[src/edf_task_ready_table_core_assert.svh]
// Assertion macros shared by the task ready table RTL.
`ifndef EDF_TASK_READY_TABLE_CORE_ASSERT_SVH
`define EDF_TASK_READY_TABLE_CORE_ASSERT_SVH

// Same-cycle implication, checked at every rising clock edge outside reset.
`define EDFQ_CHK_NOW(name, cond, expr, msg) \
  name: assert property (@(posedge clk) disable iff (rst) (cond) |-> (expr)) \
    else $error(msg);

// Next-cycle implication, checked at every rising clock edge outside reset.
`define EDFQ_CHK_NEXT(name, cond, expr, msg) \
  name: assert property (@(posedge clk) disable iff (rst) (cond) |=> (expr)) \
    else $error(msg);

`endif

[src/edfq_pkg.sv]
// Shared types, codes and widths for the deadline-ordered task ready table.
`timescale 1ns / 1ps

package edfq_pkg;

  localparam int DEF_CAPACITY = 16;

  localparam int ID_W     = 8;
  localparam int TICK_W   = 32;
  localparam int ACTION_W = 2;
  localparam int KIND_W   = 3;
  localparam int COUNT_W  = 5;

  // task_id, deadline_offset, now
  localparam int IN_DATA_W  = 72;
  // out_task_id, elapsed_ticks, task_deadline, earliest_id, any_active,
  // active_count, two pad bits
  localparam int OUT_DATA_W = 88;

  localparam logic [ACTION_W-1:0] ACT_RELEASE  = 2'd0;
  localparam logic [ACTION_W-1:0] ACT_COMPLETE = 2'd1;

  typedef enum logic [KIND_W-1:0] {
    KIND_RELEASED  = 3'd0,
    KIND_COMPLETED = 3'd1,
    KIND_OVERDUE   = 3'd2,
    KIND_NOT_FOUND = 3'd3,
    KIND_FULL      = 3'd4,
    KIND_POLL_DONE = 3'd5
  } kind_t;

  typedef struct packed {
    logic [ID_W-1:0]   id;
    logic [TICK_W-1:0] deadline;
    logic [TICK_W-1:0] rel_tick;
  } entry_t;

  typedef struct packed {
    logic              lt;
    logic              eq;
    logic [TICK_W-1:0] diff;
  } alu_res_t;

endpackage

[src/edfq_alu.sv]
// Shared 32-bit subtract unit: gives a - b, a < b and a == b.
`timescale 1ns / 1ps

module edfq_alu (
  input  logic [edfq_pkg::TICK_W-1:0] a,
  input  logic [edfq_pkg::TICK_W-1:0] b,
  output edfq_pkg::alu_res_t          res
);
  import edfq_pkg::*;

  logic [TICK_W:0] sub;

  assign sub      = {1'b0, a} - {1'b0, b};
  assign res.lt   = sub[TICK_W];
  assign res.diff = sub[TICK_W-1:0];
  assign res.eq   = (sub[TICK_W-1:0] == '0);

endmodule

[src/edfq_ram.sv]
// Task table storage: one write port and one registered read port.
`timescale 1ns / 1ps

module edfq_ram #(
  parameter int DEPTH = edfq_pkg::DEF_CAPACITY,
  parameter int AW    = $clog2(DEPTH)
) (
  input  logic             clk,
  input  logic             we,
  input  logic [AW-1:0]    waddr,
  input  edfq_pkg::entry_t wdata,
  input  logic             re,
  input  logic [AW-1:0]    raddr,
  output edfq_pkg::entry_t rdata
);
  import edfq_pkg::*;

  entry_t mem [DEPTH];

  always_ff @(posedge clk) begin
    if (we) begin
      mem[waddr] <= wdata;
    end
  end

  // Read data holds between reads so the sequencer can wait on the output.
  always_ff @(posedge clk) begin
    if (re) begin
      rdata <= mem[raddr];
    end
  end

endmodule

[src/edf_task_ready_table_core.sv]
// Deadline-ordered task ready table with overdue sweep, release and complete.
`timescale 1ns / 1ps
`include "edf_task_ready_table_core_assert.svh"

// Channel  | Role   | Signals                                   | Moves
// s_*      | input  | s_tvalid s_tready s_tdata s_tuser         | one request per item
// m_*      | output | m_tvalid m_tready m_tdata m_tuser m_tlast | 1 to 17 results per request
//
// s_tready is high only in idle; a request is then accepted and goes through a sweep, a
// search, a head read, a read and a result per overdue task, a read and a write per entry
// moved by an insert or removal, and an insert write and a final step, all on one RAM port
// and one subtract unit. The table sits in a circular buffer, so removing overdue tasks
// moves nothing. Reset clears the count and the head pointer; the RAM needs no clearing.
// A stalled m_tready holds the output register and pauses the sequencer there.

module edf_task_ready_table_core #(
  parameter int CAPACITY = edfq_pkg::DEF_CAPACITY
) (
  input  logic                            clk,
  input  logic                            rst,
  input  logic                            s_tvalid,
  output logic                            s_tready,
  // task_id [7:0], deadline_offset [39:8], now [71:40]
  input  logic [edfq_pkg::IN_DATA_W-1:0]  s_tdata,
  // action [1:0]
  input  logic [edfq_pkg::ACTION_W-1:0]   s_tuser,
  output logic                            m_tvalid,
  input  logic                            m_tready,
  // out_task_id [7:0], elapsed_ticks [39:8], task_deadline [71:40],
  // earliest_id [79:72], any_active [80], active_count [85:81], zero [87:86]
  output logic [edfq_pkg::OUT_DATA_W-1:0] m_tdata,
  // kind [2:0]
  output logic [edfq_pkg::KIND_W-1:0]     m_tuser,
  output logic                            m_tlast
);
  import edfq_pkg::*;

  localparam int IW = $clog2(CAPACITY);
  localparam int CW = $clog2(CAPACITY + 1);

  typedef enum logic [10:0] {
    ST_IDLE    = 11'b000_0000_0001,
    ST_SWEEP   = 11'b000_0000_0010,
    ST_SEARCH  = 11'b000_0000_0100,
    ST_HEAD_RD = 11'b000_0000_1000,
    ST_HEAD_WT = 11'b000_0001_0000,
    ST_OVD_RD  = 11'b000_0010_0000,
    ST_OVD_OUT = 11'b000_0100_0000,
    ST_MV_RD   = 11'b000_1000_0000,
    ST_MV_WR   = 11'b001_0000_0000,
    ST_INS_WR  = 11'b010_0000_0000,
    ST_FIN     = 11'b100_0000_0000
  } state_t;

  function automatic logic [IW-1:0] wrap_add(input logic [IW-1:0] base,
                                             input logic [CW-1:0] off);
    logic [CW:0] sum;
    sum = (CW+1)'(base) + (CW+1)'(off);
    if (sum >= (CW+1)'(CAPACITY)) begin
      sum = sum - (CW+1)'(CAPACITY);
    end
    return sum[IW-1:0];
  endfunction

  function automatic logic [IW-1:0] wrap_inc(input logic [IW-1:0] p);
    return (p == IW'(CAPACITY - 1)) ? '0 : p + IW'(1);
  endfunction

  function automatic logic [IW-1:0] wrap_dec(input logic [IW-1:0] p);
    return (p == '0) ? IW'(CAPACITY - 1) : p - IW'(1);
  endfunction

  state_t state, state_next;

  // Committed table state.
  logic [IW-1:0] head;
  logic [CW-1:0] cnt;

  // Request being worked on.
  logic [ACTION_W-1:0] act;
  logic [ID_W-1:0]     tid;
  logic [TICK_W-1:0]   cur_tick;
  logic [TICK_W-1:0]   new_dl;

  // Sequencer registers.
  logic [IW-1:0] ptr;
  logic [CW-1:0] idx;
  logic [CW-1:0] lim;
  logic          rv;
  logic [CW-1:0] ridx;
  logic [CW-1:0] m;
  logic [IW-1:0] hd1;
  logic [CW-1:0] n1;
  logic [CW-1:0] pos;
  logic          found;
  logic [TICK_W-1:0] hit_rel;
  logic [TICK_W-1:0] hit_dl;
  logic [CW-1:0] li;
  logic [CW-1:0] fcnt;
  logic [ID_W-1:0] fearly;

  // Output register.
  kind_t              o_kind;
  logic [ID_W-1:0]    o_id;
  logic [TICK_W-1:0]  o_el;
  logic [TICK_W-1:0]  o_dl;
  logic [ID_W-1:0]    o_early;
  logic               o_any;
  logic [COUNT_W-1:0] o_cnt;
  logic               o_last;

  // RAM and shared unit.
  logic          ram_we;
  logic [IW-1:0] ram_waddr;
  entry_t        ram_wdata;
  logic          ram_re;
  logic [IW-1:0] ram_raddr;
  entry_t        rdata;
  logic [TICK_W-1:0] alu_a;
  logic [TICK_W-1:0] alu_b;
  alu_res_t      alu;

  logic          is_rel;
  logic          is_cmp;
  logic          full;
  logic          rel_ok;
  logic          out_free;
  logic          scan_re;
  logic          scan_hit;
  logic          scan_end;
  logic [CW-1:0] scan_res;
  logic [CW-1:0] sweep_left;
  logic [CW-1:0] mv_li_init;
  logic [IW-1:0] mv_ptr_init;
  logic [IW-1:0] head_addr;
  state_t        shift_next;
  logic [CW-1:0] fcnt_c;
  logic [ID_W-1:0] fearly_c;

  edfq_ram #(
    .DEPTH(CAPACITY),
    .AW   (IW)
  ) u_ram (
    .clk  (clk),
    .we   (ram_we),
    .waddr(ram_waddr),
    .wdata(ram_wdata),
    .re   (ram_re),
    .raddr(ram_raddr),
    .rdata(rdata)
  );

  edfq_alu u_alu (
    .a  (alu_a),
    .b  (alu_b),
    .res(alu)
  );

  assign is_rel   = (act == ACT_RELEASE);
  assign is_cmp   = (act == ACT_COMPLETE);
  assign full     = (n1 == CW'(CAPACITY));
  assign rel_ok   = is_rel && !full;
  assign out_free = !m_tvalid || m_tready;
  assign s_tready = (state == ST_IDLE);

  // The table is sorted, so overdue tasks always form a prefix of it.
  assign scan_re  = (idx < lim);
  always_comb begin
    if (state == ST_SWEEP) begin
      scan_hit = rv && !alu.lt;
    end else if (is_rel) begin
      scan_hit = rv && alu.lt;
    end else begin
      scan_hit = rv && alu.eq;
    end
  end
  assign scan_end   = scan_hit || (rv && (ridx == lim - CW'(1))) || (lim == '0);
  assign scan_res   = scan_hit ? ridx : lim;
  assign sweep_left = cnt - scan_res;

  // An insert moves entries toward the tail from the back; a removal moves
  // the entries behind the hole one place toward the head.
  assign mv_li_init  = is_rel ? n1 - CW'(1) : pos + CW'(1);
  assign mv_ptr_init = wrap_add(hd1, mv_li_init);
  assign head_addr   = wrap_add(hd1, (is_cmp && found && (pos == '0)) ? CW'(1) : '0);

  always_comb begin
    if (rel_ok) begin
      shift_next = (pos == n1) ? ST_INS_WR : ST_MV_RD;
    end else if (is_cmp && found && ((CW+1)'(pos) + (CW+1)'(1) < (CW+1)'(n1))) begin
      shift_next = ST_MV_RD;
    end else begin
      shift_next = ST_FIN;
    end
  end

  always_comb begin
    if (rel_ok) begin
      fcnt_c = n1 + CW'(1);
    end else if (is_cmp && found) begin
      fcnt_c = n1 - CW'(1);
    end else begin
      fcnt_c = n1;
    end
  end

  always_comb begin
    if (fcnt_c == '0) begin
      fearly_c = '0;
    end else if (rel_ok && (pos == '0)) begin
      fearly_c = tid;
    end else begin
      fearly_c = rdata.id;
    end
  end

  always_comb begin
    if (state == ST_SWEEP) begin
      alu_a = rdata.deadline;
      alu_b = cur_tick;
    end else if (state == ST_SEARCH && is_rel) begin
      alu_a = new_dl;
      alu_b = rdata.deadline;
    end else if (state == ST_SEARCH) begin
      alu_a = TICK_W'(tid);
      alu_b = TICK_W'(rdata.id);
    end else begin
      alu_a = cur_tick;
      alu_b = hit_rel;
    end
  end

  always_comb begin
    ram_re    = 1'b0;
    ram_raddr = ptr;
    ram_we    = 1'b0;
    ram_waddr = wrap_add(hd1, pos);
    ram_wdata = '{id: tid, deadline: new_dl, rel_tick: cur_tick};
    unique case (state)
      ST_SWEEP, ST_SEARCH: ram_re = scan_re;
      ST_HEAD_RD: begin
        ram_re    = 1'b1;
        ram_raddr = head_addr;
      end
      ST_OVD_RD, ST_MV_RD: ram_re = 1'b1;
      ST_MV_WR: begin
        ram_we    = 1'b1;
        ram_waddr = is_rel ? wrap_inc(ptr) : wrap_dec(ptr);
        ram_wdata = rdata;
      end
      ST_INS_WR: ram_we = 1'b1;
      default: begin
        ram_re = 1'b0;
      end
    endcase
  end

  always_comb begin
    state_next = state;
    unique case (state)
      ST_IDLE: begin
        if (s_tvalid) state_next = ST_SWEEP;
      end
      ST_SWEEP: begin
        if (scan_end) begin
          if ((!is_rel && !is_cmp) || (is_rel && sweep_left == CW'(CAPACITY))) begin
            state_next = ST_HEAD_RD;
          end else begin
            state_next = ST_SEARCH;
          end
        end
      end
      ST_SEARCH: begin
        if (scan_end) state_next = ST_HEAD_RD;
      end
      ST_HEAD_RD: state_next = ST_HEAD_WT;
      ST_HEAD_WT: state_next = (m != '0) ? ST_OVD_RD : shift_next;
      ST_OVD_RD:  state_next = ST_OVD_OUT;
      ST_OVD_OUT: begin
        if (out_free) state_next = (idx + CW'(1) == m) ? shift_next : ST_OVD_RD;
      end
      ST_MV_RD: state_next = ST_MV_WR;
      ST_MV_WR: begin
        if (is_rel) begin
          state_next = (li == pos) ? ST_INS_WR : ST_MV_RD;
        end else begin
          state_next = (li == n1 - CW'(1)) ? ST_FIN : ST_MV_RD;
        end
      end
      ST_INS_WR: state_next = ST_FIN;
      ST_FIN: begin
        if (out_free) state_next = ST_IDLE;
      end
      default: state_next = ST_IDLE;
    endcase
  end

  always_ff @(posedge clk) begin
    if (rst) begin
      state    <= ST_IDLE;
      m_tvalid <= 1'b0;
      head     <= '0;
      cnt      <= '0;
    end else begin
      state <= state_next;
      if ((state == ST_OVD_OUT || state == ST_FIN) && out_free) begin
        m_tvalid <= 1'b1;
      end else if (m_tready) begin
        m_tvalid <= 1'b0;
      end
      if (state == ST_FIN && out_free) begin
        head <= hd1;
        cnt  <= fcnt;
      end
    end
  end

  always_ff @(posedge clk) begin
    unique case (state)
      ST_IDLE: begin
        if (s_tvalid) begin
          act      <= s_tuser;
          tid      <= s_tdata[ID_W-1:0];
          cur_tick <= s_tdata[ID_W+2*TICK_W-1:ID_W+TICK_W];
          new_dl   <= s_tdata[ID_W+TICK_W-1:ID_W] + s_tdata[ID_W+2*TICK_W-1:ID_W+TICK_W];
          ptr      <= head;
          idx      <= '0;
          rv       <= 1'b0;
          lim      <= cnt;
        end
      end
      ST_SWEEP, ST_SEARCH: begin
        if (scan_re) begin
          ptr <= wrap_inc(ptr);
          idx <= idx + CW'(1);
        end
        rv   <= scan_re;
        ridx <= idx;
        if (scan_end && state == ST_SWEEP) begin
          m     <= scan_res;
          hd1   <= wrap_add(head, scan_res);
          n1    <= sweep_left;
          ptr   <= wrap_add(head, scan_res);
          idx   <= '0;
          rv    <= 1'b0;
          lim   <= sweep_left;
          pos   <= '0;
          found <= 1'b0;
        end else if (scan_end) begin
          pos     <= scan_res;
          found   <= scan_hit;
          hit_rel <= rdata.rel_tick;
          hit_dl  <= rdata.deadline;
        end
      end
      ST_HEAD_WT: begin
        fcnt   <= fcnt_c;
        fearly <= fearly_c;
        idx    <= '0;
        li     <= mv_li_init;
        ptr    <= (m != '0) ? head : mv_ptr_init;
      end
      ST_OVD_OUT: begin
        if (out_free) begin
          idx <= idx + CW'(1);
          if (idx + CW'(1) == m) begin
            ptr <= mv_ptr_init;
          end else begin
            ptr <= wrap_inc(ptr);
          end
        end
      end
      ST_MV_WR: begin
        if (is_rel) begin
          li  <= li - CW'(1);
          ptr <= wrap_dec(ptr);
        end else begin
          li  <= li + CW'(1);
          ptr <= wrap_inc(ptr);
        end
      end
      default: begin
        rv <= 1'b0;
      end
    endcase
  end

  // Output payload; every result of one request carries the final table view.
  always_ff @(posedge clk) begin
    if (out_free && (state == ST_OVD_OUT || state == ST_FIN)) begin
      o_early <= fearly;
      o_any   <= (fcnt != '0);
      o_cnt   <= COUNT_W'(fcnt);
      o_el    <= '0;
      if (state == ST_OVD_OUT) begin
        o_kind <= KIND_OVERDUE;
        o_id   <= rdata.id;
        o_dl   <= rdata.deadline;
        o_last <= 1'b0;
      end else begin
        o_last <= 1'b1;
        o_id   <= tid;
        if (is_rel && full) begin
          o_kind <= KIND_FULL;
          o_dl   <= new_dl;
        end else if (is_rel) begin
          o_kind <= KIND_RELEASED;
          o_dl   <= new_dl;
        end else if (is_cmp && found) begin
          o_kind <= KIND_COMPLETED;
          o_el   <= alu.diff;
          o_dl   <= hit_dl;
        end else if (is_cmp) begin
          o_kind <= KIND_NOT_FOUND;
          o_dl   <= '0;
        end else begin
          o_kind <= KIND_POLL_DONE;
          o_id   <= '0;
          o_dl   <= '0;
        end
      end
    end
  end

  assign m_tdata = {2'b00, o_cnt, o_any, o_early, o_dl, o_el, o_id};
  assign m_tuser = o_kind;
  assign m_tlast = o_last;

  `EDFQ_CHK_NOW(a_cnt_bound, 1'b1, cnt <= CW'(CAPACITY), "active count above capacity")
  `EDFQ_CHK_NEXT(a_accept_sweep, s_tvalid && s_tready, state == ST_SWEEP, "request did not start a sweep")
  `EDFQ_CHK_NEXT(a_fin_last, (state == ST_FIN) && out_free, m_tvalid && m_tlast && (state == ST_IDLE), "final result not marked last")
  `EDFQ_CHK_NOW(a_ovd_bound, state == ST_OVD_OUT, idx < m, "more overdue results than swept tasks")
  `EDFQ_CHK_NOW(a_sweep_shrinks, state == ST_HEAD_WT, n1 <= cnt, "sweep grew the table")

endmodule

[config.mk]
export PLATFORM = sky130hd
export DESIGN_NAME = edf_task_ready_table_core
export DESIGN_NICKNAME = d
export VERILOG_FILES = /design/src/edfq_pkg.sv /design/src/edfq_alu.sv /design/src/edfq_ram.sv /design/src/edf_task_ready_table_core.sv
export VERILOG_INCLUDE_DIRS = /design/src /design/src/src
export SDC_FILE = /design/constraint.sdc
export NUM_CORES = 2
export LEC_CHECK = 0
export BUFFER_PORTS_ARGS = -buffer_cell sky130_fd_sc_hd__buf_4
export CAP_MARGIN = 20
export CORE_MARGIN = 3
export CORE_UTILIZATION = 67
export CTS_CLUSTER_DIAMETER = 200
export DETAILED_ROUTE_END_ITERATION = 8
export GPL_TIMING_DRIVEN = 0
export PLACE_DENSITY_LB_ADDON = 0.05
export SYNTH_ARGS = -nofsm -noshare
export SYNTH_HDL_FRONTEND = slang
export SYNTH_SLANG_ARGS = --single-unit
[constraint.sdc]
create_clock -name clk -period 15.4 [get_ports clk]
set_clock_uncertainty 0.15 [all_clocks]
set_input_delay 3.08 -clock clk [delete_from_list [all_inputs] [get_ports clk]]
set_output_delay 3.08 -clock clk [all_outputs]
set_load 0.02 [all_outputs]
---- After elaboration in Yosys (flattened, before gate mapping) ----
Memory sizes are Yosys's and may differ from the RTL's. A register that Yosys moved wholly into a read port is not among the register bits.
Index checks and enable logic that the tools add are counted.
cells by class
  add/sub/neg operators ................... 21
  magnitude comparators ................... 6
  equality and inequality tests ........... 27
  multiplexer cells ....................... 82
  bitwise operators ....................... 3
  reductions and logical operators ........ 55
operators with widths
  operator               number
  $mux W32               10
  $mux W11               11
  $pmux W11 S11          1
  $mux W72               1
  $mux W4                17
  $mux W5                12
  $mux W8                6
  $sub A32 B32 Y33       1
  $add A32 B32 Y32       1
  $logic_not A32 Y1      1
  $eq A5 B5 Y1           5
  $add A5 B1 Y5 const B  4
  $mux W10               2
  $pmux W4 S5            1
  $pmux W5 S2            2
  $pmux W5 S4            1
  $sub A4 B1 Y4 const B  5
  $add A4 B5 Y6          3
  $ge A6 B5 Y1 const B   3
  $logic_and A1 B1 Y1    16
  $logic_not A5 Y1       3
  $reduce_bool A5 Y1     3
  $sub A5 B1 Y5 const B  3
  $mux W1                12
  40 further kinds       70
storage, ports and cells
  register bits ........................... 307
  bits in writable memories ............... 1152
  bits of input ports ..................... 78
  output and inout port bits .............. 94
  logic and storage cells ................. 227
  memories ................................ 1
memory list
  name       depth  bits a word  rd ports  clocked after Yosys merged registers in  write ports  line            RTL
  u_ram.mem  16     72           1         1                                        1            edfq_ram.sv:18  entry_t mem [DEPTH];

---- Longest topological paths before layout ----
  depth after elaboration ................. 17
  gate-level depth with buffers ........... 33
  mapped depth without buffers ............ 31

---- By module ----
From an unflattened synthesis, not the netlist that was laid out.
second synthesis, totals
  cell total of the unflattened synthesis .. 3909
  area total of the unflattened synthesis .. 64414.3 µm²
by module, submodules not included
  module                     times used  cells each  area each (µm²)  seq. area each (µm²)
  edfq_ram                   1           1850        45272.2          36755.3
  edf_task_ready_table_core  1           1785        17279.1          9008.6
  edfq_alu                   1           274         1863.0           0.0

---- Least setup slack after synthesis ----
Ideal clock, no wire load.
  path type ............................... reg-to-reg
  start point ............................. register state[2]
  end point ............................... register hit_dl[0], enable pin
  setup time .............................. 486 ps
  arrival time ............................ 8134 ps
  slack ................................... 6630 ps
  cell stages (with the launch flop) ...... 21
  path buffers ............................ 1
  clock period less this slack ............ 8770 ps
  cell sequence ........................... dfxtp_1 -> nor4_1 -> nand3_1 -> nor3b_1 -> nor2_1 -> clkbuf_1 -> a221oi_1 -> ha_1 -> inv_1 -> fa_1 -> a211oi_2 -> o21bai_1 -> a211o_1 -> a211oi_1 -> nand4_1 -> or4_1 -> or4_4 -> or2_4 -> o21ai_4 -> nor2_1 -> nor2_1
between the ends
  cells in the longest elaborated chain, start to end .. 14
  elaborated cells between the ends (all ways) .. 23
  classes of those cells .................. add/sub (1); eq/ne (2); mux (8); bitwise (1); reduce/logical (11)
ends and longest elaborated chain
  item                                             line                                                                                                  RTL
  from (decl)                                      edf_task_ready_table_core.sv:73                                                                       state_t state, state_next;
  from (signal assigned)                           edf_task_ready_table_core.sv:305                                                                      state <= state_next;
  $eq A11 B3 Y1                                    edf_task_ready_table_core.sv:221, edf_task_ready_table_core.sv:224, edf_task_ready_table_core.sv:319
  $mux W32 or $logic_and A1 B1 Y1 (tied branches)  edf_task_ready_table_core.sv:224, edf_task_ready_table_core.sv:221
  $mux W32                                         edf_task_ready_table_core.sv:221                                                                      end else if (state == ST_SEARCH && is_rel) begin
  $mux W32                                         edf_task_ready_table_core.sv:218                                                                      if (state == ST_SWEEP) begin
  $sub A32 B32 Y33                                 edfq_alu.sv:13                                                                                        assign sub = {1'b0, a} - {1'b0, b};
  $logic_not A32 Y1                                edfq_alu.sv:16                                                                                        assign res.eq = (sub[TICK_W-1:0] == '0);
  $logic_and A1 B1 Y1                              edf_task_ready_table_core.sv:174                                                                      scan_hit = rv && alu.eq;
  $mux W1                                          edf_task_ready_table_core.sv:171                                                                      end else if (is_rel) begin
  $mux W1                                          edf_task_ready_table_core.sv:169                                                                      if (state == ST_SWEEP) begin
  $logic_or A1 B1 Y1 (2 in a row)                  edf_task_ready_table_core.sv:177                                                                      assign scan_end = scan_hit || (rv && (ridx == lim - CW'(1))) || (lim == '0);
  $logic_and A1 B1 Y1                              edf_task_ready_table_core.sv:339                                                                      if (scan_end && state == ST_SWEEP) begin
  $not A1 Y1 (no line)                             --
  $reduce_and A3 Y1 (no line) *                    --
  to (signal assigned)                             edf_task_ready_table_core.sv:353                                                                      hit_dl <= rdata.deadline;
  to (decl)                                        edf_task_ready_table_core.sv:97                                                                       logic [TICK_W-1:0] hit_dl;
Mark *: on every way between the ends. The rest lies on a longest branch, timed or not.
A chain may end at the register's enable or synchronous reset.

---- Worst setup path in the final report ----
  start point ............................. register act[1]
  end point ............................... register state[2]
between the ends
  cells in the longest elaborated chain, start to end .. 17
  elaborated cells between the ends (all ways) .. 37
  classes of those cells .................. add/sub (2); eq/ne (4); mux (15); reduce/logical (16)
ends and longest elaborated chain
  item                    line                              RTL
  from (decl)             edf_task_ready_table_core.sv:80   logic [ACTION_W-1:0] act;
  from (signal assigned)  edf_task_ready_table_core.sv:322  act <= s_tuser;
  $logic_not A2 Y1 *      edf_task_ready_table_core.sv:159  assign is_rel = (act == ACT_RELEASE);
  $logic_and A1 B1 Y1     edf_task_ready_table_core.sv:221
  $mux W32                edf_task_ready_table_core.sv:221
  $mux W32                edf_task_ready_table_core.sv:218
  $sub A32 B32 Y33        edfq_alu.sv:13
  $logic_not A32 Y1       edfq_alu.sv:16
  $logic_and A1 B1 Y1     edf_task_ready_table_core.sv:174
  $mux W1                 edf_task_ready_table_core.sv:171
  [... 2 more ...]        --
  via scan_res[1]         edf_task_ready_table_core.sv:131  logic [CW-1:0] scan_res;
  $sub A5 B5 Y5 *         edf_task_ready_table_core.sv:179  assign sweep_left = cnt - scan_res;
  via sweep_left[1]       edf_task_ready_table_core.sv:132  logic [CW-1:0] sweep_left;
  $eq A5 B5 Y1 *          edf_task_ready_table_core.sv:266  if ((!is_rel && !is_cmp) || (is_rel && sweep_left == CW'(CAPACITY))) begin
  $logic_and A1 B1 Y1 *   edf_task_ready_table_core.sv:266
  $logic_or A1 B1 Y1 *    edf_task_ready_table_core.sv:266
  $mux W4 *               edf_task_ready_table_core.sv:266
  $mux W11 *              edf_task_ready_table_core.sv:265  if (scan_end) begin
  $pmux W11 S11 *         edf_task_ready_table_core.sv:260  unique case (state)
Mark *: on every way through the listed nets, which the timed path passes. The rest lies on a longest branch. The select of a mux whose other input is x is not followed.

==> parameters.txt <==
Parameter                              Value

Synthesis
  Number of synthesized register bits    1531
  Most frequently used flop master after synthesis    edfxtp_1
  Post-synthesis instance area    66300 µm²
  Sequential fraction of the synthesis area    69.0%
  Number of enable flip-flop cells after synthesis    1510
  Total number of yosys warnings    0
  Fraction of registers with async set or reset after synthesis    0%
  Number of instances in the synthesized netlist    4986
  Avg Cell Area, Syn    13.3 µm²
  Count of different cell masters after synthesis    79

Setup path
  Critical path required time    15.90 ns
  Arrival time of the worst setup path    11.07 ns
  Register-to-Register Path Depth    30
  CP max stage delay    0.77 ns
  Beginning of the worst register-to-register path    act[1]
  Type of origin of the critical path    flip-flop
  Worst setup path start    act[1]
  CP max stage cell    clkbuf_1
  CP Capture Type    flip-flop
  Type of the worst setup path    reg -> reg
  CP Max Fanout    10
  Cell type with the highest occurrence count on the critical path    clkbuf_1

Final layout
  Area grow syn2layout    13.9%
  Non-filler instance count after layout    6779
  Layout cell share with drive strength beyond 1    8.83%
  Net count of the finished layout    5560

Worst hold path
  Min-Delay Startpoint    fearly[5]
  Path class of the lowest-slack min-delay path    reg -> reg
  Worst Hold Path Cells    0

Placement
  Number of placed cells counting well taps    6498
  RD Place Congestion    1.05
  HPWL after detailed placement    148000 µm
  Count of port buffers added during placement    169

Floorplanning
  Die X-Extent    321 µm
  Starting utilization of the core area    68.0%
  Die Area    103000 µm²
  Standard-cell rows    114
  Placeable core region    97400 µm²
  Chip height    321 µm
  Ports placed on the boundary    172

Timing
  Worst hold slack    0.262 ns
  Period utilisation layout    68.7%
  Slew at the pin closest to its max-slew limit    1.30 ns
  Setup TNS    0 ns
  Number of hold-slack violations in the final timing report    0
  Highest achievable clock rate    94.6 MHz
  Final setup fails    0
  Worst slew margin    13.5%
  Final number of max-transition violations    0
  RSZ-0062 raised after global routing    false
  Clock period minus worst slack    10.57 ns

Drt
  WL final    208000 µm
  Violation count after the first detailed-route iteration    7403
  Antenna-violating nets left    0
  Routed wire per std cell    30.6 µm
  Per-cell via count in the routed design    6.88
  First-pass iteration count of the detailed router    6
  Total number of vias    46700
  Number of design rule violations left after detail routing    0

Global routing
  Largest net degree at the start of global routing    58
  Via count of the first global-routing pass    44900
  Total Routing Usage GR    40.3%
  Global-route wire length before repair    298000 µm
  GRT Residual Overflow    0
  Antenna violations before repair    10

Clocking
  Count of clock tree sinks    1531
  CTS tree    yes
  Maximum number of buffers from clock root to sink    3
  Total CTS buffers    150
  Clock network latency to the later pin of the worst-skew pair    0.77 ns
  Number of post-CTS setup repair buffers    0
  Clock transition at the registers of the reported paths    0.06 ns
  Resize count post-CTS    0
  Hold bufs inserted after CTS    0
  Clk root buf    clkbuf_16
  Number of levels the H-tree was split into    4

Outcome
  Status    completed

Flow run
  Max-cap violations    0

Power
  Leakage power summed over all cells    25.8 nW
  Peak supply drop    0.000137 V
  Power Total    11.2 mW
  Cell area power density    149 nW/µm²
[worst max-delay path, delay by kind of cell (launching register included)]
kind                       cells  cell delay (ns)
adders and majority gates      2             1.08
xor gates and xnor gates       1             0.38
DFF                            1             0.52
buffers and inverters          7             2.71
AOI/OAI and AO/OA             10             3.56
muxes                          1             0.33
and+or+nand+nor                9             1.72
[cell families after synthesis]
group	share of synthesized area, %
other	0.00566
buffers and inverters	2.17
xor gates and xnor gates	1.43
AOI/OAI and AO/OA	12.6
adders and majority gates	2.10
and+or+nand+nor	10.0
muxes	2.66
DFF	69.0
[path summary, 6_finish.rpt]
path                endpoint  slack, ns
hold reg to reg   o_early[5]       0.26
setup / recovery    state[2]       4.83
setup reg to reg    state[2]       4.83
hold / removal    o_early[5]       0.26
[where the power goes]
part / internal [mW] / total, mW / leakage, nW / switching, mW
clock network: 1.99 / 3.58 / 2.29 / 1.59
logic: 0.785 / 2.76 / 9.67 / 1.98
registers: 4.81 / 4.90 / 13.8 / 0.0917
[sequential cells by signal, indices dropped and copies added (netlist names), 8 cells and up]
register and flops:
state 11, u_ram.mem 1152, o_id 8, o_el 32, hit_dl 32, o_early 8, u_ram.rdata 72, cur_tick 32
o_dl 32, hit_rel 32, tid 8, new_dl 32, fearly 8
[cells in the mapped netlist (4+ instances only)]
cell type	count	share of area (%)
fa_1	7	0.21
xnor2_1	68	0.90
nor2_1	230	1.3
ha_1	100	1.9
dfxtp_1	21	0.63
or4_1	4	0.045
mux2_2	4	0.068
nand2b_1	15	0.14
a221oi_1	29	0.38
edfxtp_1	1510	68
nand4_1	10	0.094
a211oi_1	517	5.9
nor4_1	8	0.076
o21ai_0	60	0.45
a41o_1	4	0.060
o211ai_1	8	0.091
nand2_1	685	3.9
xor2_1	40	0.53
o221ai_1	9	0.12
and2_1	151	1.4
a211o_1	5	0.066
a31oi_1	177	1.7
o31a_1	4	0.053
o2111ai_1	8	0.11
or3_1	5	0.047
inv_1	59	0.33
a221o_1	7	0.11
nor2b_1	160	1.5
nand3_1	84	0.63
buf_1	29	0.16
a21oi_1	304	2.3
o21a_1	18	0.20
o31ai_1	5	0.057
a21o_1	35	0.40
o21bai_1	12	0.14
mux2i_1	170	2.6
o21ai_1	5	0.038
and3_1	15	0.14
nor3_1	40	0.30
clkbuf_1	290	1.6
nand3b_1	10	0.11
nor3b_1	6	0.068
[layer usage]
| metal | vias to the layer above | share of wire, % | track usage [%] | routed length [µm] |
|---|---|---|---|---|
| met2 | 3694 | 44 | 60.5 | 92100 |
| met1 | 22500 | 36 | 55.1 | 75600 |
| met4 | 10 | 5.3 | 19.0 | 10900 |
| met3 | 628 | 14 | 11.6 | 29000 |
| li1 | 19800 | - | - | - |
| met5 | - | 0.047 | 0 | 97 |
[final cells by class]
class	instances	area, µm²
clock buffers	191	4000
fillers	5698	21900
plain buffers	322	1220
repair buffers	236	2670
inverters	59	224
flip-flops and latches	1531	45800
diodes	9	22.5
clock inverters	80	718
well taps	1276	1600
multi-input cells	3075	19300
[cells in the final DEF, fill, tap and decap left out, types with 15 or more instances in the layout]
cell type,count
nor2_1,212
a211oi_1,517
clkinv_1,34
a31oi_1,177
clkbuf_1,325
clkinv_2,21
o21a_1,18
dfxtp_1,21
and2_1,151
xor2_1,40
a221oi_1,29
buf_16,17
nor2b_1,160
o21ai_0,59
nor2_4,18
nand2_1,685
a21o_1,35
mux2i_1,168
clkbuf_16,154
ha_1,100
nand3_1,84
nand2b_1,15
and3_1,15
inv_1,58
buf_1,29
xnor2_1,68
a21oi_1,302
buf_4,172
nor3_1,40
edfxtp_1,1510
buf_12,38
[metrics by stage]
step                      util, %  worst slack [ns]  area [µm²]
final                        77.5              4.83       75500
after global routing         77.5              4.58       75500
after CTS                    77.4              5.15       75400
after detailed placement     72.6              5.19       70700
after global placement       71.0              2.16       69200
after floorplan                 -              6.63       66300
Power figures use the tool's default switching activity.
